File: config.mk
export PLATFORM = sky130hd
export DESIGN_NAME = int_to_decimal_ascii_top_flat
export DESIGN_NICKNAME = d
export VERILOG_FILES = /design/src/design/itda_pkg.sv /design/src/design/itda_if.sv /design/src/design/int_to_decimal_ascii_top.sv /design/src/flat_wrapper.sv
export SDC_FILE = /design/constraint.sdc
export NUM_CORES = 1
export LEC_CHECK = 0
export BUFFER_PORTS_ARGS = -buffer_cell sky130_fd_sc_hd__buf_2
export CORE_MARGIN = 5
export CORE_UTILIZATION = 45
export DETAILED_ROUTE_END_ITERATION = 10
export PLACE_DENSITY = 0.68
export SLEW_MARGIN = 0
export SYNTH_ARGS = -nofsm -noshare
export SYNTH_HDL_FRONTEND = slang
export SYNTH_SLANG_ARGS = --single-unit
File: constraint.sdc
create_clock -name clk -period 4.2 [get_ports clk]
set_input_delay 0 -clock clk [delete_from_list [all_inputs] [get_ports clk]]
set_output_delay 0 -clock clk [all_outputs]
set_load 0.02 [all_outputs]
File: src/design/itda_pkg.sv
// ----------------------------------------------------------------------------
// itda_pkg
// Shared constants for the integer to decimal ASCII converter.
// ----------------------------------------------------------------------------
`default_nettype none

package itda_pkg;

  localparam int VALUE_BITS_DEF = 32;
  localparam int CHAR_W         = 8;
  localparam int LEN_W          = 4;

  localparam logic [CHAR_W-1:0] ASCII_ZERO  = 8'h30;
  localparam logic [CHAR_W-1:0] ASCII_MINUS = 8'h2D;

endpackage

`default_nettype wire

File: src/design/itda_if.sv
// ----------------------------------------------------------------------------
// itda_if
// Valid/ready channels: signed integer in, ASCII character items out.
// ----------------------------------------------------------------------------
`default_nettype none

interface itda_in_if #(
  parameter int VALUE_BITS = itda_pkg::VALUE_BITS_DEF
);
  logic                         valid;
  logic                         ready;
  logic signed [VALUE_BITS-1:0] value;

  modport source (output valid, output value, input ready);
  modport sink   (input valid, input value, output ready);
endinterface

interface itda_out_if;
  logic                         valid;
  logic                         ready;
  logic [itda_pkg::CHAR_W-1:0]  char_code;
  logic                         is_last;
  logic [itda_pkg::LEN_W-1:0]   text_length;

  modport source (output valid, output char_code, output is_last, output text_length,
                  input ready);
  modport sink   (input valid, input char_code, input is_last, input text_length,
                  output ready);
endinterface

`default_nettype wire

File: src/design/int_to_decimal_ascii_top.sv
// ----------------------------------------------------------------------------
// int_to_decimal_ascii_top
// Signed integer to decimal ASCII text, one character per output item.
//
// in_ch takes one two's-complement value of VALUE_BITS bits. out_ch returns
// its decimal text most significant first: '-' for negative values, digits
// without leading zeros, a single '0' for zero. is_last marks the final
// character; text_length (total characters, sign included) rides on every one.
//
// A shift-and-add-3 unit builds the BCD digits one input bit per cycle, a
// scan strips one leading zero digit per cycle, then one character leaves
// per cycle while out_ch.ready allows it. Stripped zeros plus digits sent
// equal NDIG. in_ch.ready is high only between numbers, so no new value is
// taken while one is being converted or sent; the last character may
// still wait in the output register while the next is taken.
// Reset (rst_n low, synchronous) returns the sequencer to idle and drops
// out_ch.valid. A stall on out_ch holds the current character and pauses
// the emission; nothing is lost.
// ----------------------------------------------------------------------------
`default_nettype none

module int_to_decimal_ascii_top #(
  parameter int VALUE_BITS = itda_pkg::VALUE_BITS_DEF
) (
  input  wire                clk,
  input  wire                rst_n,
  itda_in_if.sink            in_ch,
  itda_out_if.source         out_ch
);
  import itda_pkg::*;

  localparam int NDIG  = ((VALUE_BITS - 1) * 30103) / 100000 + 1;
  localparam int BCD_W = NDIG * 4;
  localparam int CNT_W = $clog2(VALUE_BITS + 1);
  localparam int ND_W  = $clog2(NDIG + 1);
  localparam int LW    = $clog2(NDIG + 2);

  typedef enum logic [3:0] {
    ST_IDLE = 4'b0001,
    ST_CONV = 4'b0010,
    ST_SCAN = 4'b0100,
    ST_EMIT = 4'b1000
  } state_t;

  state_t                  state_r, state_nxt;
  logic [VALUE_BITS-1:0]   mag_r, mag_nxt;
  logic [BCD_W-1:0]        bcd_r, bcd_nxt;
  logic [CNT_W-1:0]        cnt_r, cnt_nxt;
  logic [ND_W-1:0]         ndig_r, ndig_nxt;
  logic [LW-1:0]           len_r, len_nxt;
  logic                    neg_r, neg_nxt;
  logic                    sign_pend_r, sign_pend_nxt;
  logic                    out_valid_r, out_valid_nxt;
  logic [CHAR_W-1:0]       char_r, char_nxt;
  logic                    last_r, last_nxt;
  logic [LEN_W-1:0]        tlen_r, tlen_nxt;

  logic [BCD_W-1:0]        bcd_adj;
  logic [3:0]              top_dig;
  logic [LW+LEN_W-1:0]     len_ext;
  logic                    can_load;

  always_comb begin
    for (int i = 0; i < NDIG; i++) begin
      bcd_adj[i*4 +: 4] = (bcd_r[i*4 +: 4] >= 4'd5) ? bcd_r[i*4 +: 4] + 4'd3
                                                    : bcd_r[i*4 +: 4];
    end
  end

  assign top_dig  = bcd_r[BCD_W-1 -: 4];
  assign len_ext  = {{LEN_W{1'b0}}, len_r};
  assign can_load = !out_valid_r || out_ch.ready;

  always_comb begin
    state_nxt     = state_r;
    mag_nxt       = mag_r;
    bcd_nxt       = bcd_r;
    cnt_nxt       = cnt_r;
    ndig_nxt      = ndig_r;
    len_nxt       = len_r;
    neg_nxt       = neg_r;
    sign_pend_nxt = sign_pend_r;
    out_valid_nxt = out_valid_r;
    char_nxt      = char_r;
    last_nxt      = last_r;
    tlen_nxt      = tlen_r;

    if (out_valid_r && out_ch.ready) begin
      out_valid_nxt = 1'b0;
    end

    unique case (state_r)
      ST_IDLE: begin
        if (in_ch.valid) begin
          neg_nxt   = in_ch.value[VALUE_BITS-1];
          mag_nxt   = in_ch.value[VALUE_BITS-1] ? VALUE_BITS'(-in_ch.value)
                                                : VALUE_BITS'(in_ch.value);
          bcd_nxt   = '0;
          cnt_nxt   = CNT_W'(VALUE_BITS);
          state_nxt = ST_CONV;
        end
      end
      ST_CONV: begin
        {bcd_nxt, mag_nxt} = {bcd_adj, mag_r} << 1;
        cnt_nxt = cnt_r - CNT_W'(1);
        if (cnt_r == CNT_W'(1)) begin
          ndig_nxt  = ND_W'(NDIG);
          state_nxt = ST_SCAN;
        end
      end
      ST_SCAN: begin
        if (top_dig == 4'd0 && ndig_r != ND_W'(1)) begin
          bcd_nxt  = bcd_r << 4;
          ndig_nxt = ndig_r - ND_W'(1);
        end else begin
          len_nxt       = LW'(ndig_r) + LW'(neg_r);
          sign_pend_nxt = neg_r;
          state_nxt     = ST_EMIT;
        end
      end
      ST_EMIT: begin
        if (can_load) begin
          out_valid_nxt = 1'b1;
          tlen_nxt      = len_ext[LEN_W-1:0];
          if (sign_pend_r) begin
            char_nxt      = ASCII_MINUS;
            last_nxt      = 1'b0;
            sign_pend_nxt = 1'b0;
          end else begin
            char_nxt = ASCII_ZERO + {4'd0, top_dig};
            last_nxt = (ndig_r == ND_W'(1));
            bcd_nxt  = bcd_r << 4;
            ndig_nxt = ndig_r - ND_W'(1);
            if (ndig_r == ND_W'(1)) begin
              state_nxt = ST_IDLE;
            end
          end
        end
      end
      default: begin
        state_nxt = ST_IDLE;
      end
    endcase
  end

  always_ff @(posedge clk) begin
    if (!rst_n) begin
      state_r     <= ST_IDLE;
      out_valid_r <= 1'b0;
      sign_pend_r <= 1'b0;
    end else begin
      state_r     <= state_nxt;
      out_valid_r <= out_valid_nxt;
      sign_pend_r <= sign_pend_nxt;
    end
  end

  always_ff @(posedge clk) begin
    mag_r  <= mag_nxt;
    bcd_r  <= bcd_nxt;
    cnt_r  <= cnt_nxt;
    ndig_r <= ndig_nxt;
    len_r  <= len_nxt;
    neg_r  <= neg_nxt;
    char_r <= char_nxt;
    last_r <= last_nxt;
    tlen_r <= tlen_nxt;
  end

  assign in_ch.ready        = (state_r == ST_IDLE);
  assign out_ch.valid       = out_valid_r;
  assign out_ch.char_code   = char_r;
  assign out_ch.is_last     = last_r;
  assign out_ch.text_length = tlen_r;

endmodule

`default_nettype wire

File: src/flat_wrapper.sv
// flat-port wrapper written by rule: the top's interface ports become plain ports
module int_to_decimal_ascii_top_flat import itda_pkg::*;
#(
  parameter int VALUE_BITS = itda_pkg::VALUE_BITS_DEF
)
  (clk, rst_n, in_ch_valid, in_ch_value, in_ch_ready, out_ch_valid, out_ch_char_code, out_ch_is_last, out_ch_text_length, out_ch_ready);
  itda_in_if #(.VALUE_BITS(VALUE_BITS)) in_ch_i ();
  itda_out_if out_ch_i ();
  input  wire clk;
  input  wire rst_n;
  input wire logic [$bits(in_ch_i.valid)-1:0] in_ch_valid;
  input wire logic [$bits(in_ch_i.value)-1:0] in_ch_value;
  output wire logic [$bits(in_ch_i.ready)-1:0] in_ch_ready;
  output wire logic [$bits(out_ch_i.valid)-1:0] out_ch_valid;
  output wire logic [$bits(out_ch_i.char_code)-1:0] out_ch_char_code;
  output wire logic [$bits(out_ch_i.is_last)-1:0] out_ch_is_last;
  output wire logic [$bits(out_ch_i.text_length)-1:0] out_ch_text_length;
  input wire logic [$bits(out_ch_i.ready)-1:0] out_ch_ready;
  assign in_ch_i.valid = in_ch_valid;
  assign in_ch_i.value = in_ch_value;
  assign in_ch_ready = in_ch_i.ready;
  assign out_ch_valid = out_ch_i.valid;
  assign out_ch_char_code = out_ch_i.char_code;
  assign out_ch_is_last = out_ch_i.is_last;
  assign out_ch_text_length = out_ch_i.text_length;
  assign out_ch_i.ready = out_ch_ready;
  int_to_decimal_ascii_top #(.VALUE_BITS(VALUE_BITS)) u_core (.clk(clk), .rst_n(rst_n), .in_ch(in_ch_i), .out_ch(out_ch_i));
endmodule
## Word level (Yosys, flattened, before mapping)

Cells that the tools add are included.
W data, S select, Z words.

| storage, ports and cells | value |
|---|---|
| output and inout port bits | 15 |
| word-level logic and storage cells | 107 |
| input bits | 36 |
| register bits | 106 |

| operators by class | value |
|---|---|
| equality and inequality tests | 14 |
| $lt $le $gt $ge | 10 |
| bitwise operators | 1 |
| add/subtract/negate cells | 15 |
| reductions and logical operators | 17 |
| mux-type cells | 38 |

Operators by type and width:

| kind | count |
|---|---|
| $mux W40 | 4 |
| $pmux W40 S4 | 1 |
| $mux W4 | 19 |
| $mux W32 | 2 |
| $pmux W32 S2 | 1 |
| $ge A4 B3 Y1 const B | 10 |
| $add A4 B2 Y4 const B | 9 |
| $neg A32 Y32 | 1 |
| $pmux W4 S4 | 1 |
| $pmux W4 S3 | 1 |
| $pmux W6 S2 | 1 |
| $reduce_and A5 Y1 | 2 |
| $eq A4 B1 Y1 const B | 2 |
| $ne A2 B1 Y1 const B | 4 |
| $reduce_and A2 Y1 | 4 |
| $add A6 B4 Y7 const A | 1 |
| $eq A6 B1 Y1 const B | 1 |
| $mux W6 | 1 |
| $ne A2 B2 Y1 const B | 3 |
| $reduce_and A6 Y1 | 1 |
| $sub A6 B1 Y6 const B | 1 |
| $mux W1 | 5 |
| $add A4 B1 Y4 | 1 |
| $eq A4 B2 Y1 const B | 1 |
| other kinds (16) | 18 |

## Depth between registers and ports, before layout

| depth | value |
|---|---|
| word-level depth | 5 |
| mapped depth | 7 |
| mapped depth without buffers | 7 |

## Worst setup path after synthesis

No wires, ideal clock.

| path | value |
|---|---|
| path kind | reg-to-reg |
| from | register u_core.state_r[0] |
| to | register u_core.bcd_r[0] (enable) |
| library setup time | 451 ps |
| period minus slack after synthesis | 4079 ps |
| path slack | 121 ps |
| data required time | 3749 ps |
| buffers on the path | 1 |
| stages on the path, launching flop included | 6 |
| data arrival time | 3628 ps |
| cell sequence | dfxtp_1 clkbuf_1 inv_1 nor4_1 nand2_1 a21oi_1 |

| between the ends | value |
|---|---|
| longest elaborated chain between the ends | 3 |
| elaborated cells between the ends (all ways) | 10 |

Ends and longest elaborated chain:

| what | line | source |
|---|---|---|
| start, declared | int_to_decimal_ascii_top.sv:45 | `state_t state_r, state_nxt;` |
| start signal, assigned | int_to_decimal_ascii_top.sv:152 | `state_r <= state_nxt;` |
| $eq A4 B1 Y1 * | - |  |
| via in_ch_ready | flat_wrapper.sv:13 | `output wire logic [$bits(in_ch_i.ready)-1:0] in_ch_ready;` |
| $reduce_bool A4 Y1 (no line) or $ne A2 B2 Y1 (tied branches) | - |  |
| $reduce_and A5 Y1 (no line) * | - |  |
| end signal, assigned | int_to_decimal_ascii_top.sv:160 | `bcd_r <= bcd_nxt;` |
| end, declared | int_to_decimal_ascii_top.sv:47 | `logic [BCD_W-1:0] bcd_r, bcd_nxt;` |

The timed path passes the listed nets; every way through them passes the cells marked *.
A chain may end at the register's enable or synchronous reset.

## Worst setup path in the final report

| path | value |
|---|---|
| from | register u_core.ndig_r[0] |
| to | register u_core.bcd_r[25] (enable) |

| between the ends | value |
|---|---|
| longest elaborated chain between the ends | 4 |

Ends and longest elaborated chain:

| what | line | source |
|---|---|---|
| start, declared | int_to_decimal_ascii_top.sv:49 | `logic [ND_W-1:0] ndig_r, ndig_nxt;` |
| start signal, assigned | int_to_decimal_ascii_top.sv:162 | `ndig_r <= ndig_nxt;` |
| $ne A4 B1 Y1 | int_to_decimal_ascii_top.sv:112 | `if (top_dig == 4'd0 && ndig_r != ND_W'(1)) begin` |
| $logic_and A1 B1 Y1 | int_to_decimal_ascii_top.sv:112 |  |
| $ne A2 B1 Y1 (no line) | - |  |
| $reduce_and A5 Y1 (no line) | - |  |

No other way between the ends.

==> results.txt <==
- Setup repair after global routing left no endpoint under its margin.
* Number of vias in the routed layout: between 4000 and 5000
- Sorting the synthesized cells by area gives the leading types as edfxtp_1 (49%), o21ai_0 (6.0%), ha_1 (5.9%).
- Critical path type: flip-flop to flip-flop
* Vertical die dimension: between 100 and 150 µm
* Wire per inst: between 10 and 15 µm
- Top cell type's share of synthesized area: 49.04%
- Of the post-synthesis cell area, the part taken by muxes is less than 1%.
- The cell sitting at the root of the clock tree is a clkbuf_16.
- In this run, distinct cell masters in the synthesized netlist total 45.
- The floorplan step defined a core boundary enclosing 0.01309 mm².
- Fin area: about 0.0066 mm²
- Maximum number of pins on one net before global-route repair: between 60 and 70
- GRT Total Usage: between 10% and 20%
* Setup slack on the worst flop-to-flop path: 1.55 ns
- After layout, the design draws a total of 2.340 mW.
* Total negative setup slack: 0 ns
- Placer Congestion: between 0.8 and 0.9
- In this run, post-CTS repair resized a total of 0 instances.
- Share of flip-flops with an asynchronous set or reset after synthesis: 0%
- The die is 124.9 µm wide.
* Die Outline Area: roughly 0.016 mm²
* Number of flops mapped to enable cells by yosys: a little under 100
- Setup violations remaining at the end of the flow were counted as 0.
- Final number of max-transition violations: 0
- Post-route setup slack: between 1.5 and 2 ns
* Source-to-sink clock delay at the later pin of the worst-skew pair: about 0.36 ns
- #FFs+latches synth: 103
- Post-DP HPWL: 7.902 mm
- Netlist Area Pre-Place: between 0.005 and 0.006 mm²
* Combinational family with the most area after synthesis: simple AND/OR/NAND/NOR gates
* Sequential element share of the synthesized area: a little over 50%
- Slowest Stage Delay on Critical Path: roughly 0.71 ns
- Number of iterations in the first detailed-routing pass: 4
- In this run the critical register-to-register path is captured at u_core.bcd_r[25].
- Worst IR drop on VDD: around 0.00019 V
- In the routed design, unresolved DRC markers number 0.
- The synthesized netlist devotes around 15% of its cell area to compound gates.
* Depth of the worst register-to-register path: 6
* Count of pins on the block boundary: 51
- Clock tree synthesis found a total of about 100 sinks.
- Least-Margin Pin Slew: 0.8940 ns
* Number of clock buffers inserted by TritonCTS: 9
* Kind of start point of the critical path: flip-flop
- The first global-routing pass estimated around 19 mm of wire.
- The number of hold buffers added after CTS was 1.
* Filler Cell Count: around 1200
- Critical path's top delay family: compound AO/OA/AOI/OAI gates
- The average instance in the mapped netlist occupies about 10 µm².
- Post-placement cell area: ~0.0063 mm²
- After layout, the worst path uses 63.19% of the clock period.
- Simple-Gate Fraction of Synth Area: between 10% and 20%
* First DRT Iteration DRCs: 275
- The number of hold-slack violations in the final timing report was 0.
- Post-CTS repair timing setup buffer count: 0
- After clock tree synthesis, the clock-pin slew on the worst setup and hold paths is roughly 0.07 ns.
* Adder-cell area share of the yosys netlist: just under 6%
- Most common cell in the netlist: edfxtp_1
- Dominant cell type by area after synthesis: edfxtp_1
* CTS HTree Levels: 3
* Gate count of the mapped netlist: between 500 and 600
- In this run the worst hold path is classified as primary input to flip-flop.
- Post-synthesis share of cell area spent on xor and xnor gates: 7.521%
- Yosys printed 0 warnings.
- Via count of the first global-routing pass: approximately 4400
- Detail-routed via count per cell: between 5 and 6
* Number of buffers added on ports: 47
* Maximum Capacitance Violations: 0
* Worst hold start: in_ch_value[0]
* Required time of the worst setup path: ~4.3 ns
- The critical path goes through ha_1 > or3b_2 > and3_1 > o22ai_1 > a21oi_4 > buf_4.
- P&R area growth vs syn: 11.82%
- The number of buffers and inverters on the critical path is 1.
- The worst register-to-register path begins at u_core.ndig_r[0].
* Clock tree from TritonCTS: done
* Antenna violations before repair: 0
- Number of nets with antenna violations after detailed routing: 0
* Number of antenna repair diodes: 0
* Crit path capture type: flip-flop
* Static leakage: approximately 2.4 nW
* Total power per unit cell area: between 300 and 400 mW/mm²
- Crit path DAT: 2.70 ns
* Fraction of layout cells with a size suffix above 1: approximately 13%
* Largest clock skew in the final design: approximately 0.013 ns
* Most common flop cell mapped by yosys: edfxtp_1
* Run status: completed
- Number of stages on the worst hold path: 3
* Initial Utilization: between 40% and 50%
- At the placement stage, the worst setup path has a slack of about 1.5 ns.
- The clock passes through at most 2 buffers.
* Maximum clock rate: 376.8 MHz
- In this run the worst path has a maximum fanout of 28.
- The worst path needs between 2 and 3 ns of the cycle, external delays included.
* Routed wire length: 11.32 mm
* Total global routing overflow: 0
- For hold timing, the worst endpoint is u_core.mag_r[0].
- Standard-cell row count: between 40 and 50
* Slew Limit Headroom: ~40%
- By count the netlist is led by edfxtp_1 (97), nand2_1 (77), o21ai_0 (71).
- For this run, the post-layout net count is about 690.
* Cell with the largest stage delay on the worst path: a21oi_4
## sequential cells by signal, summed over array words and instances (netlist names)
signal                     cells
u_core.sign_pend_r             1
u_core.bcd_r                  40
u_core.out_ch.valid            1
u_core.out_ch.text_length      4
u_core.cnt_r                   6
u_core.mag_r                  32
u_core.len_r                   4
u_core.neg_r                   1
u_core.out_ch.is_last          1
u_core.out_ch.char_code        5
u_core.ndig_r                  4
u_core.state_r                 4
## worst reg2reg max path, stage by stage, from the launching register on
cell      delay, ns
edfxtp_1       0.46
ha_1           0.22
or3b_2         0.21
and3_1         0.23
o22ai_1        0.16
a21oi_4        0.71
buf_4          0.36
## cell usage in the layout (no fill, tap or decap), types with 3 or more instances in the layout
cell type	Yosys	final
o21ai_0	71	71
a21oi_1	35	34
nand3_1	8	8
inv_1	31	31
o22ai_1	3	3
buf_2	0	47
a22o_1	9	9
xor2_1	33	33
o41ai_1	3	3
nand2b_1	13	13
o41ai_2	3	3
nor3_1	9	7
a22oi_1	4	4
o21ai_1	3	3
edfxtp_1	97	97
nor3b_1	17	17
nor4_1	9	9
or4_1	4	4
ha_1	28	28
nand3b_1	3	3
nor2_1	31	31
nor2b_1	5	5
o31ai_1	15	15
conb_1	2	3
buf_4	3	5
xnor2_1	18	18
clkbuf_16	0	9
nand2_1	77	77
dfxtp_1	6	6
## power by group
part	total, mW	switching (mW)	internal, mW
Combinational	0.272	0.164	0.108
Sequential	1.25	0.0466	1.21
Clock	0.816	0.399	0.417
Total	2.34	0.610	1.73
## area by class of cell
type	instances	area, µm²	share of cell area [%]
clock inverters	6	65.06	0.9797
well taps	176	220.2	3.316
repair buffers	53	282.8	4.258
inverters	31	116.4	1.752
clock buffers	10	229.0	3.448
flip-flops and latches	103	3033	45.67
multi-input cells	425	2695	40.58
## worst max path at each step
stage	end	slack [ns]	depth (start not counted)	start
final	u_core.bcd_r[25]	1.55	6	u_core.ndig_r[0]
after global routing	u_core.bcd_r[25]	1.32	5	u_core.state_r[0]
after CTS	u_core.bcd_r[25]	1.51	6	u_core.ndig_r[0]
after detailed placement	u_core.bcd_r[25]	1.55	6	u_core.ndig_r[0]
after global placement	u_core.bcd_r[27]	1.60	6	u_core.ndig_r[0]
after floorplan	u_core.bcd_r[0]	0.12	5	u_core.state_r[0]
## through the flow
stage / std cells / util (%) / hold WS (ns)
2_1_floorplan: 586 / - / 0.07623
3_3_place_gp: 787 / 48.43 / 0.2520
3_5_place_dp: 787 / 48.43 / 0.2565
4_1_cts: 804 / 50.76 / 0.0009368
5_1_grt: 804 / 50.76 / 0.03630
6_report: 804 / 50.76 / 0.006454
## kinds of logic after synthesis
group	after synthesis
simple gates	190
other cells	2
buf+inv	58
compound gates	151
flops	103
xor+xnor	51
fa+ha+maj	28
mux	2
## layer usage
| layer | share of wire (%) | GRT usage (%) | routed length [µm] |
|---|---|---|---|
| met3 | 4.6 | 3.602 | 516 |
| met4 | 2.1 | 6.250 | 243 |
| met1 | 45 | 18.01 | 5113 |
| met5 | 0 | 0 | 0 |
| met2 | 48 | 25.25 | 5444 |
No activity file was read; power rests on OpenSTA's default activity.
